**config.mk**
```make
export PLATFORM = sky130hd
export DESIGN_NAME = mipi_raw_pixel_unpacker_unit
export DESIGN_NICKNAME = d
export VERILOG_FILES = /design/src/hw/rtl/mrpu_pkg.sv /design/src/hw/rtl/mipi_raw_pixel_unpacker_unit.sv /design/src/hw/rtl/mrpu_front.sv /design/src/hw/rtl/mrpu_queue.sv /design/src/hw/rtl/mrpu_back.sv
export SDC_FILE = /design/constraint.sdc
export NUM_CORES = 1
export LEC_CHECK = 0
export BUFFER_PORTS_ARGS = -buffer_cell sky130_fd_sc_hd__buf_2
export CORE_ASPECT_RATIO = 0.75
export CORE_UTILIZATION = 45
export DETAILED_ROUTE_END_ITERATION = 8
export GPL_ROUTABILITY_DRIVEN = 0
export GPL_TIMING_DRIVEN = 0
export HOLD_SLACK_MARGIN = 0.08
export PLACE_DENSITY_LB_ADDON = 0.08
export SETUP_SLACK_MARGIN = 0.4
export SLEW_MARGIN = 20
export SYNTH_ARGS = -nofsm -noshare
export SYNTH_HDL_FRONTEND = slang
export SYNTH_SLANG_ARGS = --single-unit
```
**constraint.sdc**
```tcl
create_clock -name clk -period 7 [get_ports clk]
set_clock_uncertainty 0.05 [all_clocks]
set_input_delay 0.7 -clock clk [delete_from_list [all_inputs] [get_ports clk]]
set_output_delay 0.7 -clock clk [all_outputs]
set_load 0.01 [all_outputs]
```
**src/hw/rtl/mrpu_pkg.sv**
```systemverilog
package mrpu_pkg;

	// Packing format codes held in the format_mode register.
	localparam logic [1:0] MODE_RAW10 = 2'd0;
	localparam logic [1:0] MODE_RAW12 = 2'd1;
	localparam logic [1:0] MODE_RAW14 = 2'd2;

	localparam int BYTE_W     = 8;
	localparam int PIXEL_W    = 14;
	localparam int MAX_PIXELS = 4;
	localparam int GROUP_BUF  = 6;
	localparam int POS_W      = 3;
	localparam int IDX_W      = 2;
	localparam int TDATA_IN_W  = 8;
	localparam int TDATA_OUT_W = 16;

	// Depth of the queue of finished groups between front and back.
	localparam int QUEUE_DEPTH_DEFAULT = 2;

	// Last byte index of a group (group length minus one) per format.
	localparam logic [POS_W-1:0] LAST_POS_RAW10 = 3'd4;
	localparam logic [POS_W-1:0] LAST_POS_RAW12 = 3'd2;
	localparam logic [POS_W-1:0] LAST_POS_RAW14 = 3'd6;

	// One finished group: its pixels in order and the index of the last one.
	typedef struct packed {
		logic [MAX_PIXELS-1:0][PIXEL_W-1:0] pixels;
		logic [IDX_W-1:0]                   last_idx;
	} group_t;

endpackage

```
**src/hw/rtl/mipi_raw_pixel_unpacker_unit.sv**
```systemverilog
// Unpacker for MIPI CSI-2 RAW10, RAW12 and RAW14 byte streams.
// The slave stream carries one packed byte per transaction in s_tdata. The
// master stream carries one pixel per transaction, right aligned in m_tdata,
// with m_tlast high on the last pixel of each packing group (4 pixels for
// RAW10 and RAW14, 2 for RAW12). format_mode is written through
// format_mode_wr while the block is idle; code 3 discards incoming bytes.
// Throughput: one byte per cycle in, one pixel per cycle out. The front
// buffers the leading bytes of a group and, on its last byte, builds all
// pixels at once into a small group queue (QUEUE_DEPTH entries); the back
// drains the head entry one pixel per cycle through an output register.
// The last byte of a group writes a queue entry, and the group's pixels
// then reach m_tdata through the output register.
// When the receiver stalls, pixels wait in the output register and the
// queue; s_tready drops only once the queue is full.
// Reset clears the format to RAW10, the byte buffer to zero, the group
// position and the queue; no clearing pass is needed.
module mipi_raw_pixel_unpacker_unit #(
	parameter int QUEUE_DEPTH = mrpu_pkg::QUEUE_DEPTH_DEFAULT
) (
	input  logic                              clk,
	input  logic                              arst_n,
	input  logic                              format_mode_wr,
	input  logic [1:0]                        format_mode,
	input  logic                              s_tvalid,
	output logic                              s_tready,
	input  logic [mrpu_pkg::TDATA_IN_W-1:0]   s_tdata,  // [7:0] data_byte
	output logic                              m_tvalid,
	input  logic                              m_tready,
	output logic [mrpu_pkg::TDATA_OUT_W-1:0]  m_tdata,  // [13:0] pixel, [15:14] zero
	output logic                              m_tlast
);
	import mrpu_pkg::*;

	group_t push_group;
	group_t head_group;
	logic   push;
	logic   pop;
	logic   queue_empty;
	logic   queue_full;

	// Byte intake and group assembly.
	mrpu_front u_front (
		.clk            (clk),
		.arst_n         (arst_n),
		.format_mode_wr (format_mode_wr),
		.format_mode    (format_mode),
		.s_tvalid       (s_tvalid),
		.s_tready       (s_tready),
		.s_tdata        (s_tdata),
		.queue_full     (queue_full),
		.push           (push),
		.push_group     (push_group)
	);

	// Queue of finished groups.
	mrpu_queue #(
		.DEPTH (QUEUE_DEPTH)
	) u_queue (
		.clk        (clk),
		.arst_n     (arst_n),
		.push       (push),
		.push_group (push_group),
		.pop        (pop),
		.head_group (head_group),
		.empty      (queue_empty),
		.full       (queue_full)
	);

	// Pixel serialiser and output register.
	mrpu_back u_back (
		.clk         (clk),
		.arst_n      (arst_n),
		.head_group  (head_group),
		.queue_empty (queue_empty),
		.pop         (pop),
		.m_tvalid    (m_tvalid),
		.m_tready    (m_tready),
		.m_tdata     (m_tdata),
		.m_tlast     (m_tlast)
	);

endmodule

```
**src/hw/rtl/mrpu_front.sv**
```systemverilog
module mrpu_front (
	input  logic                           clk,
	input  logic                           arst_n,
	input  logic                           format_mode_wr,
	input  logic [1:0]                     format_mode,
	input  logic                           s_tvalid,
	output logic                           s_tready,
	input  logic [mrpu_pkg::BYTE_W-1:0]    s_tdata,
	input  logic                           queue_full,
	output logic                           push,
	output mrpu_pkg::group_t               push_group
);
	import mrpu_pkg::*;

	logic [1:0]        mode_q;
	logic [POS_W-1:0]  pos_q;
	logic [BYTE_W-1:0] group_bytes_q [GROUP_BUF];
	logic [POS_W-1:0]  last_pos;
	logic              mode_ok;
	logic              accept;
	logic              group_done;
	logic [23:0]       low_word;

	// Configuration register; the user must write it only while the block is idle (not enforced here).
	always_ff @(posedge clk or negedge arst_n) begin
		if (!arst_n) begin
			mode_q <= MODE_RAW10;
		end else if (format_mode_wr) begin
			mode_q <= format_mode;
		end
	end

	// Decode the group length of the current format.
	always_comb begin
		mode_ok  = 1'b1;
		last_pos = LAST_POS_RAW10;
		unique case (mode_q)
			MODE_RAW10: last_pos = LAST_POS_RAW10;
			MODE_RAW12: last_pos = LAST_POS_RAW12;
			MODE_RAW14: last_pos = LAST_POS_RAW14;
			default: begin
				mode_ok  = 1'b0;
				last_pos = LAST_POS_RAW10;
			end
		endcase
	end

	assign s_tready   = !queue_full;
	assign accept     = s_tvalid && s_tready;
	assign group_done = (pos_q >= last_pos);
	assign push       = accept && mode_ok && group_done;

	// Buffer the leading bytes of a group and track the position within it.
	always_ff @(posedge clk or negedge arst_n) begin
		if (!arst_n) begin
			pos_q <= '0;
			for (int i = 0; i < GROUP_BUF; i++) begin
				group_bytes_q[i] <= '0;
			end
		end else if (accept && mode_ok) begin
			if (group_done) begin
				pos_q <= '0;
			end else begin
				pos_q <= pos_q + 1'b1;
				for (int i = 0; i < GROUP_BUF; i++) begin
					if (pos_q == POS_W'(i)) begin
						group_bytes_q[i] <= s_tdata;
					end
				end
			end
		end
	end

	// Assemble the pixels of a completed group from the buffer and the last byte.
	assign low_word = {s_tdata, group_bytes_q[5], group_bytes_q[4]};

	always_comb begin
		push_group = '0;
		case (mode_q)
			MODE_RAW12: begin
				push_group.pixels[0] = {2'b00, group_bytes_q[0], s_tdata[3:0]};
				push_group.pixels[1] = {2'b00, group_bytes_q[1], s_tdata[7:4]};
				push_group.last_idx  = IDX_W'(1);
			end
			MODE_RAW14: begin
				for (int i = 0; i < MAX_PIXELS; i++) begin
					push_group.pixels[i] = {group_bytes_q[i], low_word[6*i +: 6]};
				end
				push_group.last_idx = IDX_W'(3);
			end
			default: begin
				for (int i = 0; i < MAX_PIXELS; i++) begin
					push_group.pixels[i] = {4'b0000, group_bytes_q[i], s_tdata[2*i +: 2]};
				end
				push_group.last_idx = IDX_W'(3);
			end
		endcase
	end

endmodule

```
**src/hw/rtl/mrpu_queue.sv**
```systemverilog
module mrpu_queue #(
	parameter int DEPTH = mrpu_pkg::QUEUE_DEPTH_DEFAULT
) (
	input  logic              clk,
	input  logic              arst_n,
	input  logic              push,
	input  mrpu_pkg::group_t  push_group,
	input  logic              pop,
	output mrpu_pkg::group_t  head_group,
	output logic              empty,
	output logic              full
);
	import mrpu_pkg::*;

	localparam int PTR_W = (DEPTH > 1) ? $clog2(DEPTH) : 1;
	localparam int CNT_W = $clog2(DEPTH + 1);

	group_t             entries_q [DEPTH];
	logic [PTR_W-1:0]   wr_ptr_q;
	logic [PTR_W-1:0]   rd_ptr_q;
	logic [CNT_W-1:0]   count_q;

	assign empty      = (count_q == '0);
	assign full       = (count_q == CNT_W'(DEPTH));
	assign head_group = entries_q[rd_ptr_q];

	// Entry storage; written only on a push.
	always_ff @(posedge clk) begin
		if (push) begin
			entries_q[wr_ptr_q] <= push_group;
		end
	end

	// Pointers and fill count.
	always_ff @(posedge clk or negedge arst_n) begin
		if (!arst_n) begin
			wr_ptr_q <= '0;
			rd_ptr_q <= '0;
			count_q  <= '0;
		end else begin
			if (push) begin
				wr_ptr_q <= (wr_ptr_q == PTR_W'(DEPTH - 1)) ? '0 : wr_ptr_q + 1'b1;
			end
			if (pop) begin
				rd_ptr_q <= (rd_ptr_q == PTR_W'(DEPTH - 1)) ? '0 : rd_ptr_q + 1'b1;
			end
			if (push && !pop) begin
				count_q <= count_q + 1'b1;
			end else if (pop && !push) begin
				count_q <= count_q - 1'b1;
			end
		end
	end

endmodule

```
**src/hw/rtl/mrpu_back.sv**
```systemverilog
module mrpu_back (
	input  logic                              clk,
	input  logic                              arst_n,
	input  mrpu_pkg::group_t                  head_group,
	input  logic                              queue_empty,
	output logic                              pop,
	output logic                              m_tvalid,
	input  logic                              m_tready,
	output logic [mrpu_pkg::TDATA_OUT_W-1:0]  m_tdata,
	output logic                              m_tlast
);
	import mrpu_pkg::*;

	logic [IDX_W-1:0]   pix_idx_q;
	logic [PIXEL_W-1:0] pixel_q;
	logic               last_q;
	logic               valid_q;
	logic               load;
	logic               is_last;

	// Move one pixel into the output register whenever it is free.
	assign load    = !queue_empty && (!valid_q || m_tready);
	assign is_last = (pix_idx_q == head_group.last_idx);
	assign pop     = load && is_last;

	always_ff @(posedge clk or negedge arst_n) begin
		if (!arst_n) begin
			valid_q   <= 1'b0;
			pix_idx_q <= '0;
		end else begin
			if (load) begin
				valid_q   <= 1'b1;
				pix_idx_q <= is_last ? '0 : pix_idx_q + 1'b1;
			end else if (m_tready) begin
				valid_q <= 1'b0;
			end
		end
	end

	// Output payload register.
	always_ff @(posedge clk) begin
		if (load) begin
			pixel_q <= head_group.pixels[pix_idx_q];
			last_q  <= is_last;
		end
	end

	assign m_tvalid = valid_q;
	assign m_tdata  = TDATA_OUT_W'(pixel_q);
	assign m_tlast  = last_q;

endmodule

```
# Word level (Yosys, flattened, before mapping)
# Memory sizes are Yosys's and may differ from the RTL's.
# Cells that the tools add are included.
[totals]
ff_bits = 75
latch_bits = 0
ramBits = 116
rom_bits = 0
in_bits = 15
output_inout_bits = 19
wordCells = 75
memories = 1
[op_classes]
n_addsub = 6
multipliers = 0
n_div = 0
magnitude_cmp = 2
eq_ne = 9
shift = 0
muxes = 16
bitwise = 1
n_reduce_logical = 25
[mem_list]
columns = ["name", "words", "word_bits", "read_ports", "rd_ports_with_merged_regs", "write_ports", "line", "rtl"]
rows = [
  ["u_queue.entries_q", 2, 58, 1, 0, 1, "mrpu_queue.sv:18", "group_t entries_q [DEPTH];"],
]
[op_table]
columns = ["op", "n"]
rows = [
  ["case mux 30 bit (2 select lines)", 1],
  ["case mux 28 bit (2 select lines)", 1],
  ["binary-select mux 14 bit (select 2 bit)", 1],
  ["AND reduction 3 bit", 6],
  ["two-way mux 14 bit", 1],
  ["logical AND 1 bit", 7],
  ["two-way mux 1 bit", 7],
  ["equality test 3 x 2 -> 1 bit, second input constant", 2],
  ["equality test 3 bit, second input constant", 2],
  ["two-way mux 2 bit", 3],
  ["case mux 3 bit (2 select lines)", 1],
  ["logical NOT 1 bit", 5],
  ["adder 2 x 1 -> 2 bit, second input constant", 2],
  ["equality test 2 bit, second input constant", 2],
  ["logical NOT 2 bit", 2],
  ["nonzero test 2 bit", 2],
  ["adder 3 x 1 -> 3 bit, second input constant", 1],
  ["equality test 3 x 1 -> 1 bit, second input constant", 1],
  [">= comparator 3 bit", 1],
  ["logical NOT 3 bit", 1],
  ["< comparator 2 x 3 -> 1 bit, second input constant", 1],
  ["two-way mux 3 bit", 1],
  ["OR reduction 3 bit", 1],
  ["adder 1 bit, second input constant", 2],
  ["5 further kinds", 5],
]

# Logic depth before layout (Yosys ltp)
[logic_depth]
depth_word = 9
ltp_mapped = 13

# Hierarchy
# A second synthesis with hierarchy kept.
[hier_totals]
cells_unflattened = 522
hier_area_um2 = 8365.5
[modules_own_cells]
columns = ["mod", "instances", "cells_each", "area_each_um2"]
rows = [
  ["mrpu_queue", 1, 197, 4418.0],
  ["mrpu_front", 1, 269, 2911.5],
  ["mrpu_back", 1, 56, 1036.0],
]

# Worst setup path before layout
# No wires, ideal clock.
[synth_path]
kind = "register to register"
startpoint = "register u_front.mode_q[0]"
endpoint = "memory u_queue.entries_q[0][10] (netlist bit) (enable)"
arrival_time_ps = 5822
setup_slack_ps = 587
stages_incl_launch_ff = 9
period_less_slack_ps = 6413
path_cell_list = "dfrtp_1 > inv_1 > ha_1 > clkbuf_1 > clkbuf_1 > inv_1 > ha_1 > a311oi_4 > nor3_1"
[synth_between]
elab_chain_len = 7
word_cells_on_any_way = 11
classes_between = "order compare: 1; eq/ne: 2; mux: 4; reduce/logical: 4"
[synth_lines]
columns = ["element", "line", "rtl"]
rows = [
  ["start, declared", "mrpu_front.sv:15", "logic [1:0] mode_q;"],
  ["start signal, assigned", "mrpu_front.sv:29", "mode_q <= format_mode;"],
  ["parallel branches: the longest is 4 deep, another holds >= comparator 3 bit", "--", ""],
  ["logical AND 1 bit (*)", "mrpu_front.sv:51", "assign push = accept && mode_ok && group_done;"],
  ["two-way mux 1 bit (*)", "mrpu_queue.sv:29", "if (push) begin"],
  ["two-way mux 1 bit (not written as such) (*)", "mrpu_queue.sv:30", "entries_q[wr_ptr_q] <= push_group;"],
  ["end, declared", "mrpu_queue.sv:18", ""],
]
# Every way passes the cells marked *.

# Final worst setup path
[layout_path]
startpoint = "register u_front.mode_q[0]"
endpoint = "memory u_queue.entries_q[0][34] (netlist bit) (enable)"
# Same word-level chain as after synthesis.

==> run_results.csv <==
group,metric,value,unit
final_layout,nNetsFinal,568,
yosys,synthTopCellsByArea,"edfxtp_1, dfrtp_1, mux2_2",
timing,relSlewSlack,0.359,
placement,dp_hpwl,11.9,mm
worst_setup_path,cp_slowest_stage_delay,650,ps
cts,cts.sinks,189,
final_layout,multi_input_area,0.00249,mm^2
route,wl_per_cell,21.8,um
timing,final_max_slew_viol_count,0,
route,wirelength,17.3,mm
route,ant_nets,0,
timing,max_freq,237,MHz
yosys,syn_area_per_cell,16.5,um^2
cts,htreeDepth,4,
floorplan,die_w,156,um
floorplan,rows,41,
yosys,synth-seq-cells,189,
route,drtIter0Drc,350,
yosys,yosys.area.top_type,"edfxtp_1",
cts,post_cts_buffers,0,
grt,grt_overflow,0,
final_layout,seqCellArea,0.00538,mm^2
placement,placed_cell_area,0.00856,mm^2
floorplan,ios,34,
cts,root_buffer,"clkbuf_16",
worst_setup_path,reg2reg_setup_slack,2790,ps
yosys,synth_cell_types,39,
yosys,netlist_instances,488,
cts,clkLatencyLatePin,430,ps
grt,grt_start_max_net_pins,34,
floorplan,die_h,118,um
grt,grt_first_pass_wirelength,27.0,mm
cts,cts_tree,"done",
floorplan,initial_core_util,0.469,
power,fin_total_pwr,3.87,mW
timing,period_needed,4210,ps
worst_setup_path,path_delay_family,"buffers and inverters",
yosys,yosysSeqAreaShare,0.669,
cts,clkSlewWorstSetupHoldPaths,70,ps
final_layout,area_delta_synth_final,13.9,%
worst_hold_path,hold_class,"input pin to asynchronous set/reset pin",
worst_setup_path,startpoint_type,"register",
grt,antenna_found_initial,0,
route,dr_total_vias,4378,
worst_setup_path,endpoint_kind,"register",
job,cap_violations,0,
worst_setup_path,cp_slowest_cell,"nor3_2",
yosys,synth_edf_count,129,
worst_setup_path,path_cells,"inv_1, ha_1, clkbuf_1, clkbuf_1, inv_1, ha_1, a311oi_4, nor3_2, buf_6, buf_4, buf_4",
floorplan,core_area,0.0171,mm^2
grt,track_usage,0.205,
floorplan,die-area,0.0184,mm^2
final_layout,stdcell_area,0.00915,mm^2
power,peakVddDrop,0.252,mV
yosys,synth_most_common_cell,"edfxtp_1",
yosys,synth_top_cell_area_share,0.482,
yosys,async_flop_share,0.317,
power,power-per-cell-area,423,mW/mm^2
worst_setup_path,r2r_cells,11,
yosys,yosys_warnings,0,
worst_setup_path,cp.depth,11,
worst_setup_path,arrival,4290,ps
yosys,synth_area,0.00803,mm^2
route,firstDrtPassIters,5,
timing,worst_pin_slew,961,ps
worst_setup_path,path_max_fanout,10,
cts,clock_path_buffers,2,
power,leakagePower,3.37,nW
final_layout,diodes,0,
yosys,synthTopCellsByCount,"edfxtp_1, mux2_2, dfrtp_1",
route,viasPerCell,5.54,
timing,setup_violations,0,
timing,hold_viol,0,
worst_setup_path,crit_required,7080,ps
run_status,status,"complete, no violations",
timing,rsz0062_at_grt,"no",
yosys,synth_ff_type,"edfxtp_1",
timing,finalCritPeriodShare,0.602,
cts,cts-resized-gates,0,
worst_setup_path,critPathKind,"register to register",
grt,first_global_vias,4523,
final_layout,n_fill_cell,1416,
final_layout,layout-drive-gt1-share,0.309,
placement,port-buffer-count,25,
cts,hold_buffers,0,
cts,cts_made_buffers,17,
route,route.detailed.drc,0,
worst_setup_path,worst-path-buf-inv,7,
[power by group]
part	total, mW	internal (mW)	switching [mW]
Clock	0.973	0.572	0.401
Sequential	1.77	1.59	0.178
Combinational	1.13	0.538	0.587
Total	3.87	2.70	1.17
[per-stage QoR]
step | worst slack [ps] | TNS [ps] | instances | utilization | hold slack, ps
final | 2790 | 0 | 790 | 0.534 | 174
after global routing | 2500 | 0 | 790 | 0.534 | 194
after CTS | 2740 | 0 | 790 | 0.534 | 175
after detailed placement | 2770 | 0 | 758 | 0.499 | 444
after global placement | -2390 | -136030 | 750 | 0.494 | 430
after floorplan | 587 | 0 | 489 | - | 354
[state kept, by name (all words and copies together), names as in the netlist]
name,count
u_front.group_bytes_q,48
u_front.mode_q,2
u_queue.wr_ptr_q,1
u_back.pix_idx_q,2
u_queue.rd_ptr_q,1
u_front.pos_q,3
u_queue.count_q,2
u_queue.entries_q,114
u_back.m_tvalid,1
u_back.pixel_q,14
u_back.m_tlast,1
[final timing paths]
path	start	to
worst max-delay path	u_front.mode_q[0]	u_queue.entries_q[0][34]
worst min-delay path	arst_n	u_front.group_bytes_q[39]
worst max register to register	u_front.mode_q[0]	u_queue.entries_q[0][34]
worst min register to register	u_front.group_bytes_q[10]	u_front.group_bytes_q[10]
max in group asynchronous	arst_n	u_front.group_bytes_q[28]
min in group clk	format_mode[0]	u_front.mode_q[0]
[cell usage in the layout (no fill, tap or decap), types with 2 or more instances in the layout]
| master | netlist | layout |
|---|---|---|
| edfxtp_1 | 129 | 129 |
| mux2_2 | 62 | 62 |
| dfrtp_1 | 60 | 60 |
| nand2_1 | 30 | 30 |
| o21ai_0 | 28 | 28 |
| buf_2 | 4 | 28 |
| mux4_2 | 28 | 28 |
| clkbuf_1 | 19 | 23 |
| a22oi_1 | 22 | 22 |
| a22o_1 | 18 | 18 |
| clkbuf_16 | 0 | 17 |
| and2_1 | 13 | 13 |
| ha_1 | 12 | 12 |
| buf_4 | 3 | 9 |
| inv_1 | 8 | 8 |
| nor2_1 | 8 | 8 |
| buf_1 | 7 | 7 |
| xor2_1 | 7 | 7 |
| nand3_1 | 3 | 3 |
| nand4_2 | 3 | 3 |
| bufinv_16 | 0 | 3 |
| clkinvlp_4 | 0 | 3 |
| nor2b_1 | 2 | 2 |
| nand2b_1 | 2 | 2 |
| or2_2 | 2 | 2 |
| buf_6 | 1 | 2 |
| conb_1 | 1 | 2 |
| clkinv_2 | 0 | 2 |
| buf_12 | 0 | 2 |
[cells by family after synthesis]
family	count (synthesis)	synth area share
DFF	189	0.669
adders and majority gates	12	0.0187
AOI/OAI and AO/OA	73	0.0651
buffers and inverters	42	0.0226
other	1	0.000467
muxes	91	0.167
and+or+nand+nor	72	0.0486
xor gates and xnor gates	8	0.00872
[layout make-up]
type / instances / share of cell area
multi-input cells: 258 / 0.272
clock buffers: 22 / 0.0496
well taps: 236 / 0.0323
repair buffers: 33 / 0.0237
clock inverters: 10 / 0.0153
plain buffers: 34 / 0.0165
flip-flops and latches: 189 / 0.587
inverters: 8 / 0.00328
[worst reg2reg max path, cell delays in order (launching register included)]
cell and delay, ps:
dfrtp_1 400, inv_1 80, ha_1 340, clkbuf_1 470, clkbuf_1 570, inv_1 130
ha_1 370, a311oi_4 180, nor3_2 650, buf_6 240, buf_4 220, buf_4 220
[layer usage]
| layer | up-vias | GRT usage | wire (um) |
|---|---|---|---|
| met4 | 0 | 0.0613 | 206 |
| met1 | 2294 | 0.293 | 8160 |
| met3 | 14 | 0.0412 | 701 |
| met2 | 89 | 0.318 | 8190 |
| li1 | 1981 | - | - |
| met5 | - | 0 | 0 |
Note: power is estimated with default switching activity, not from simulation.
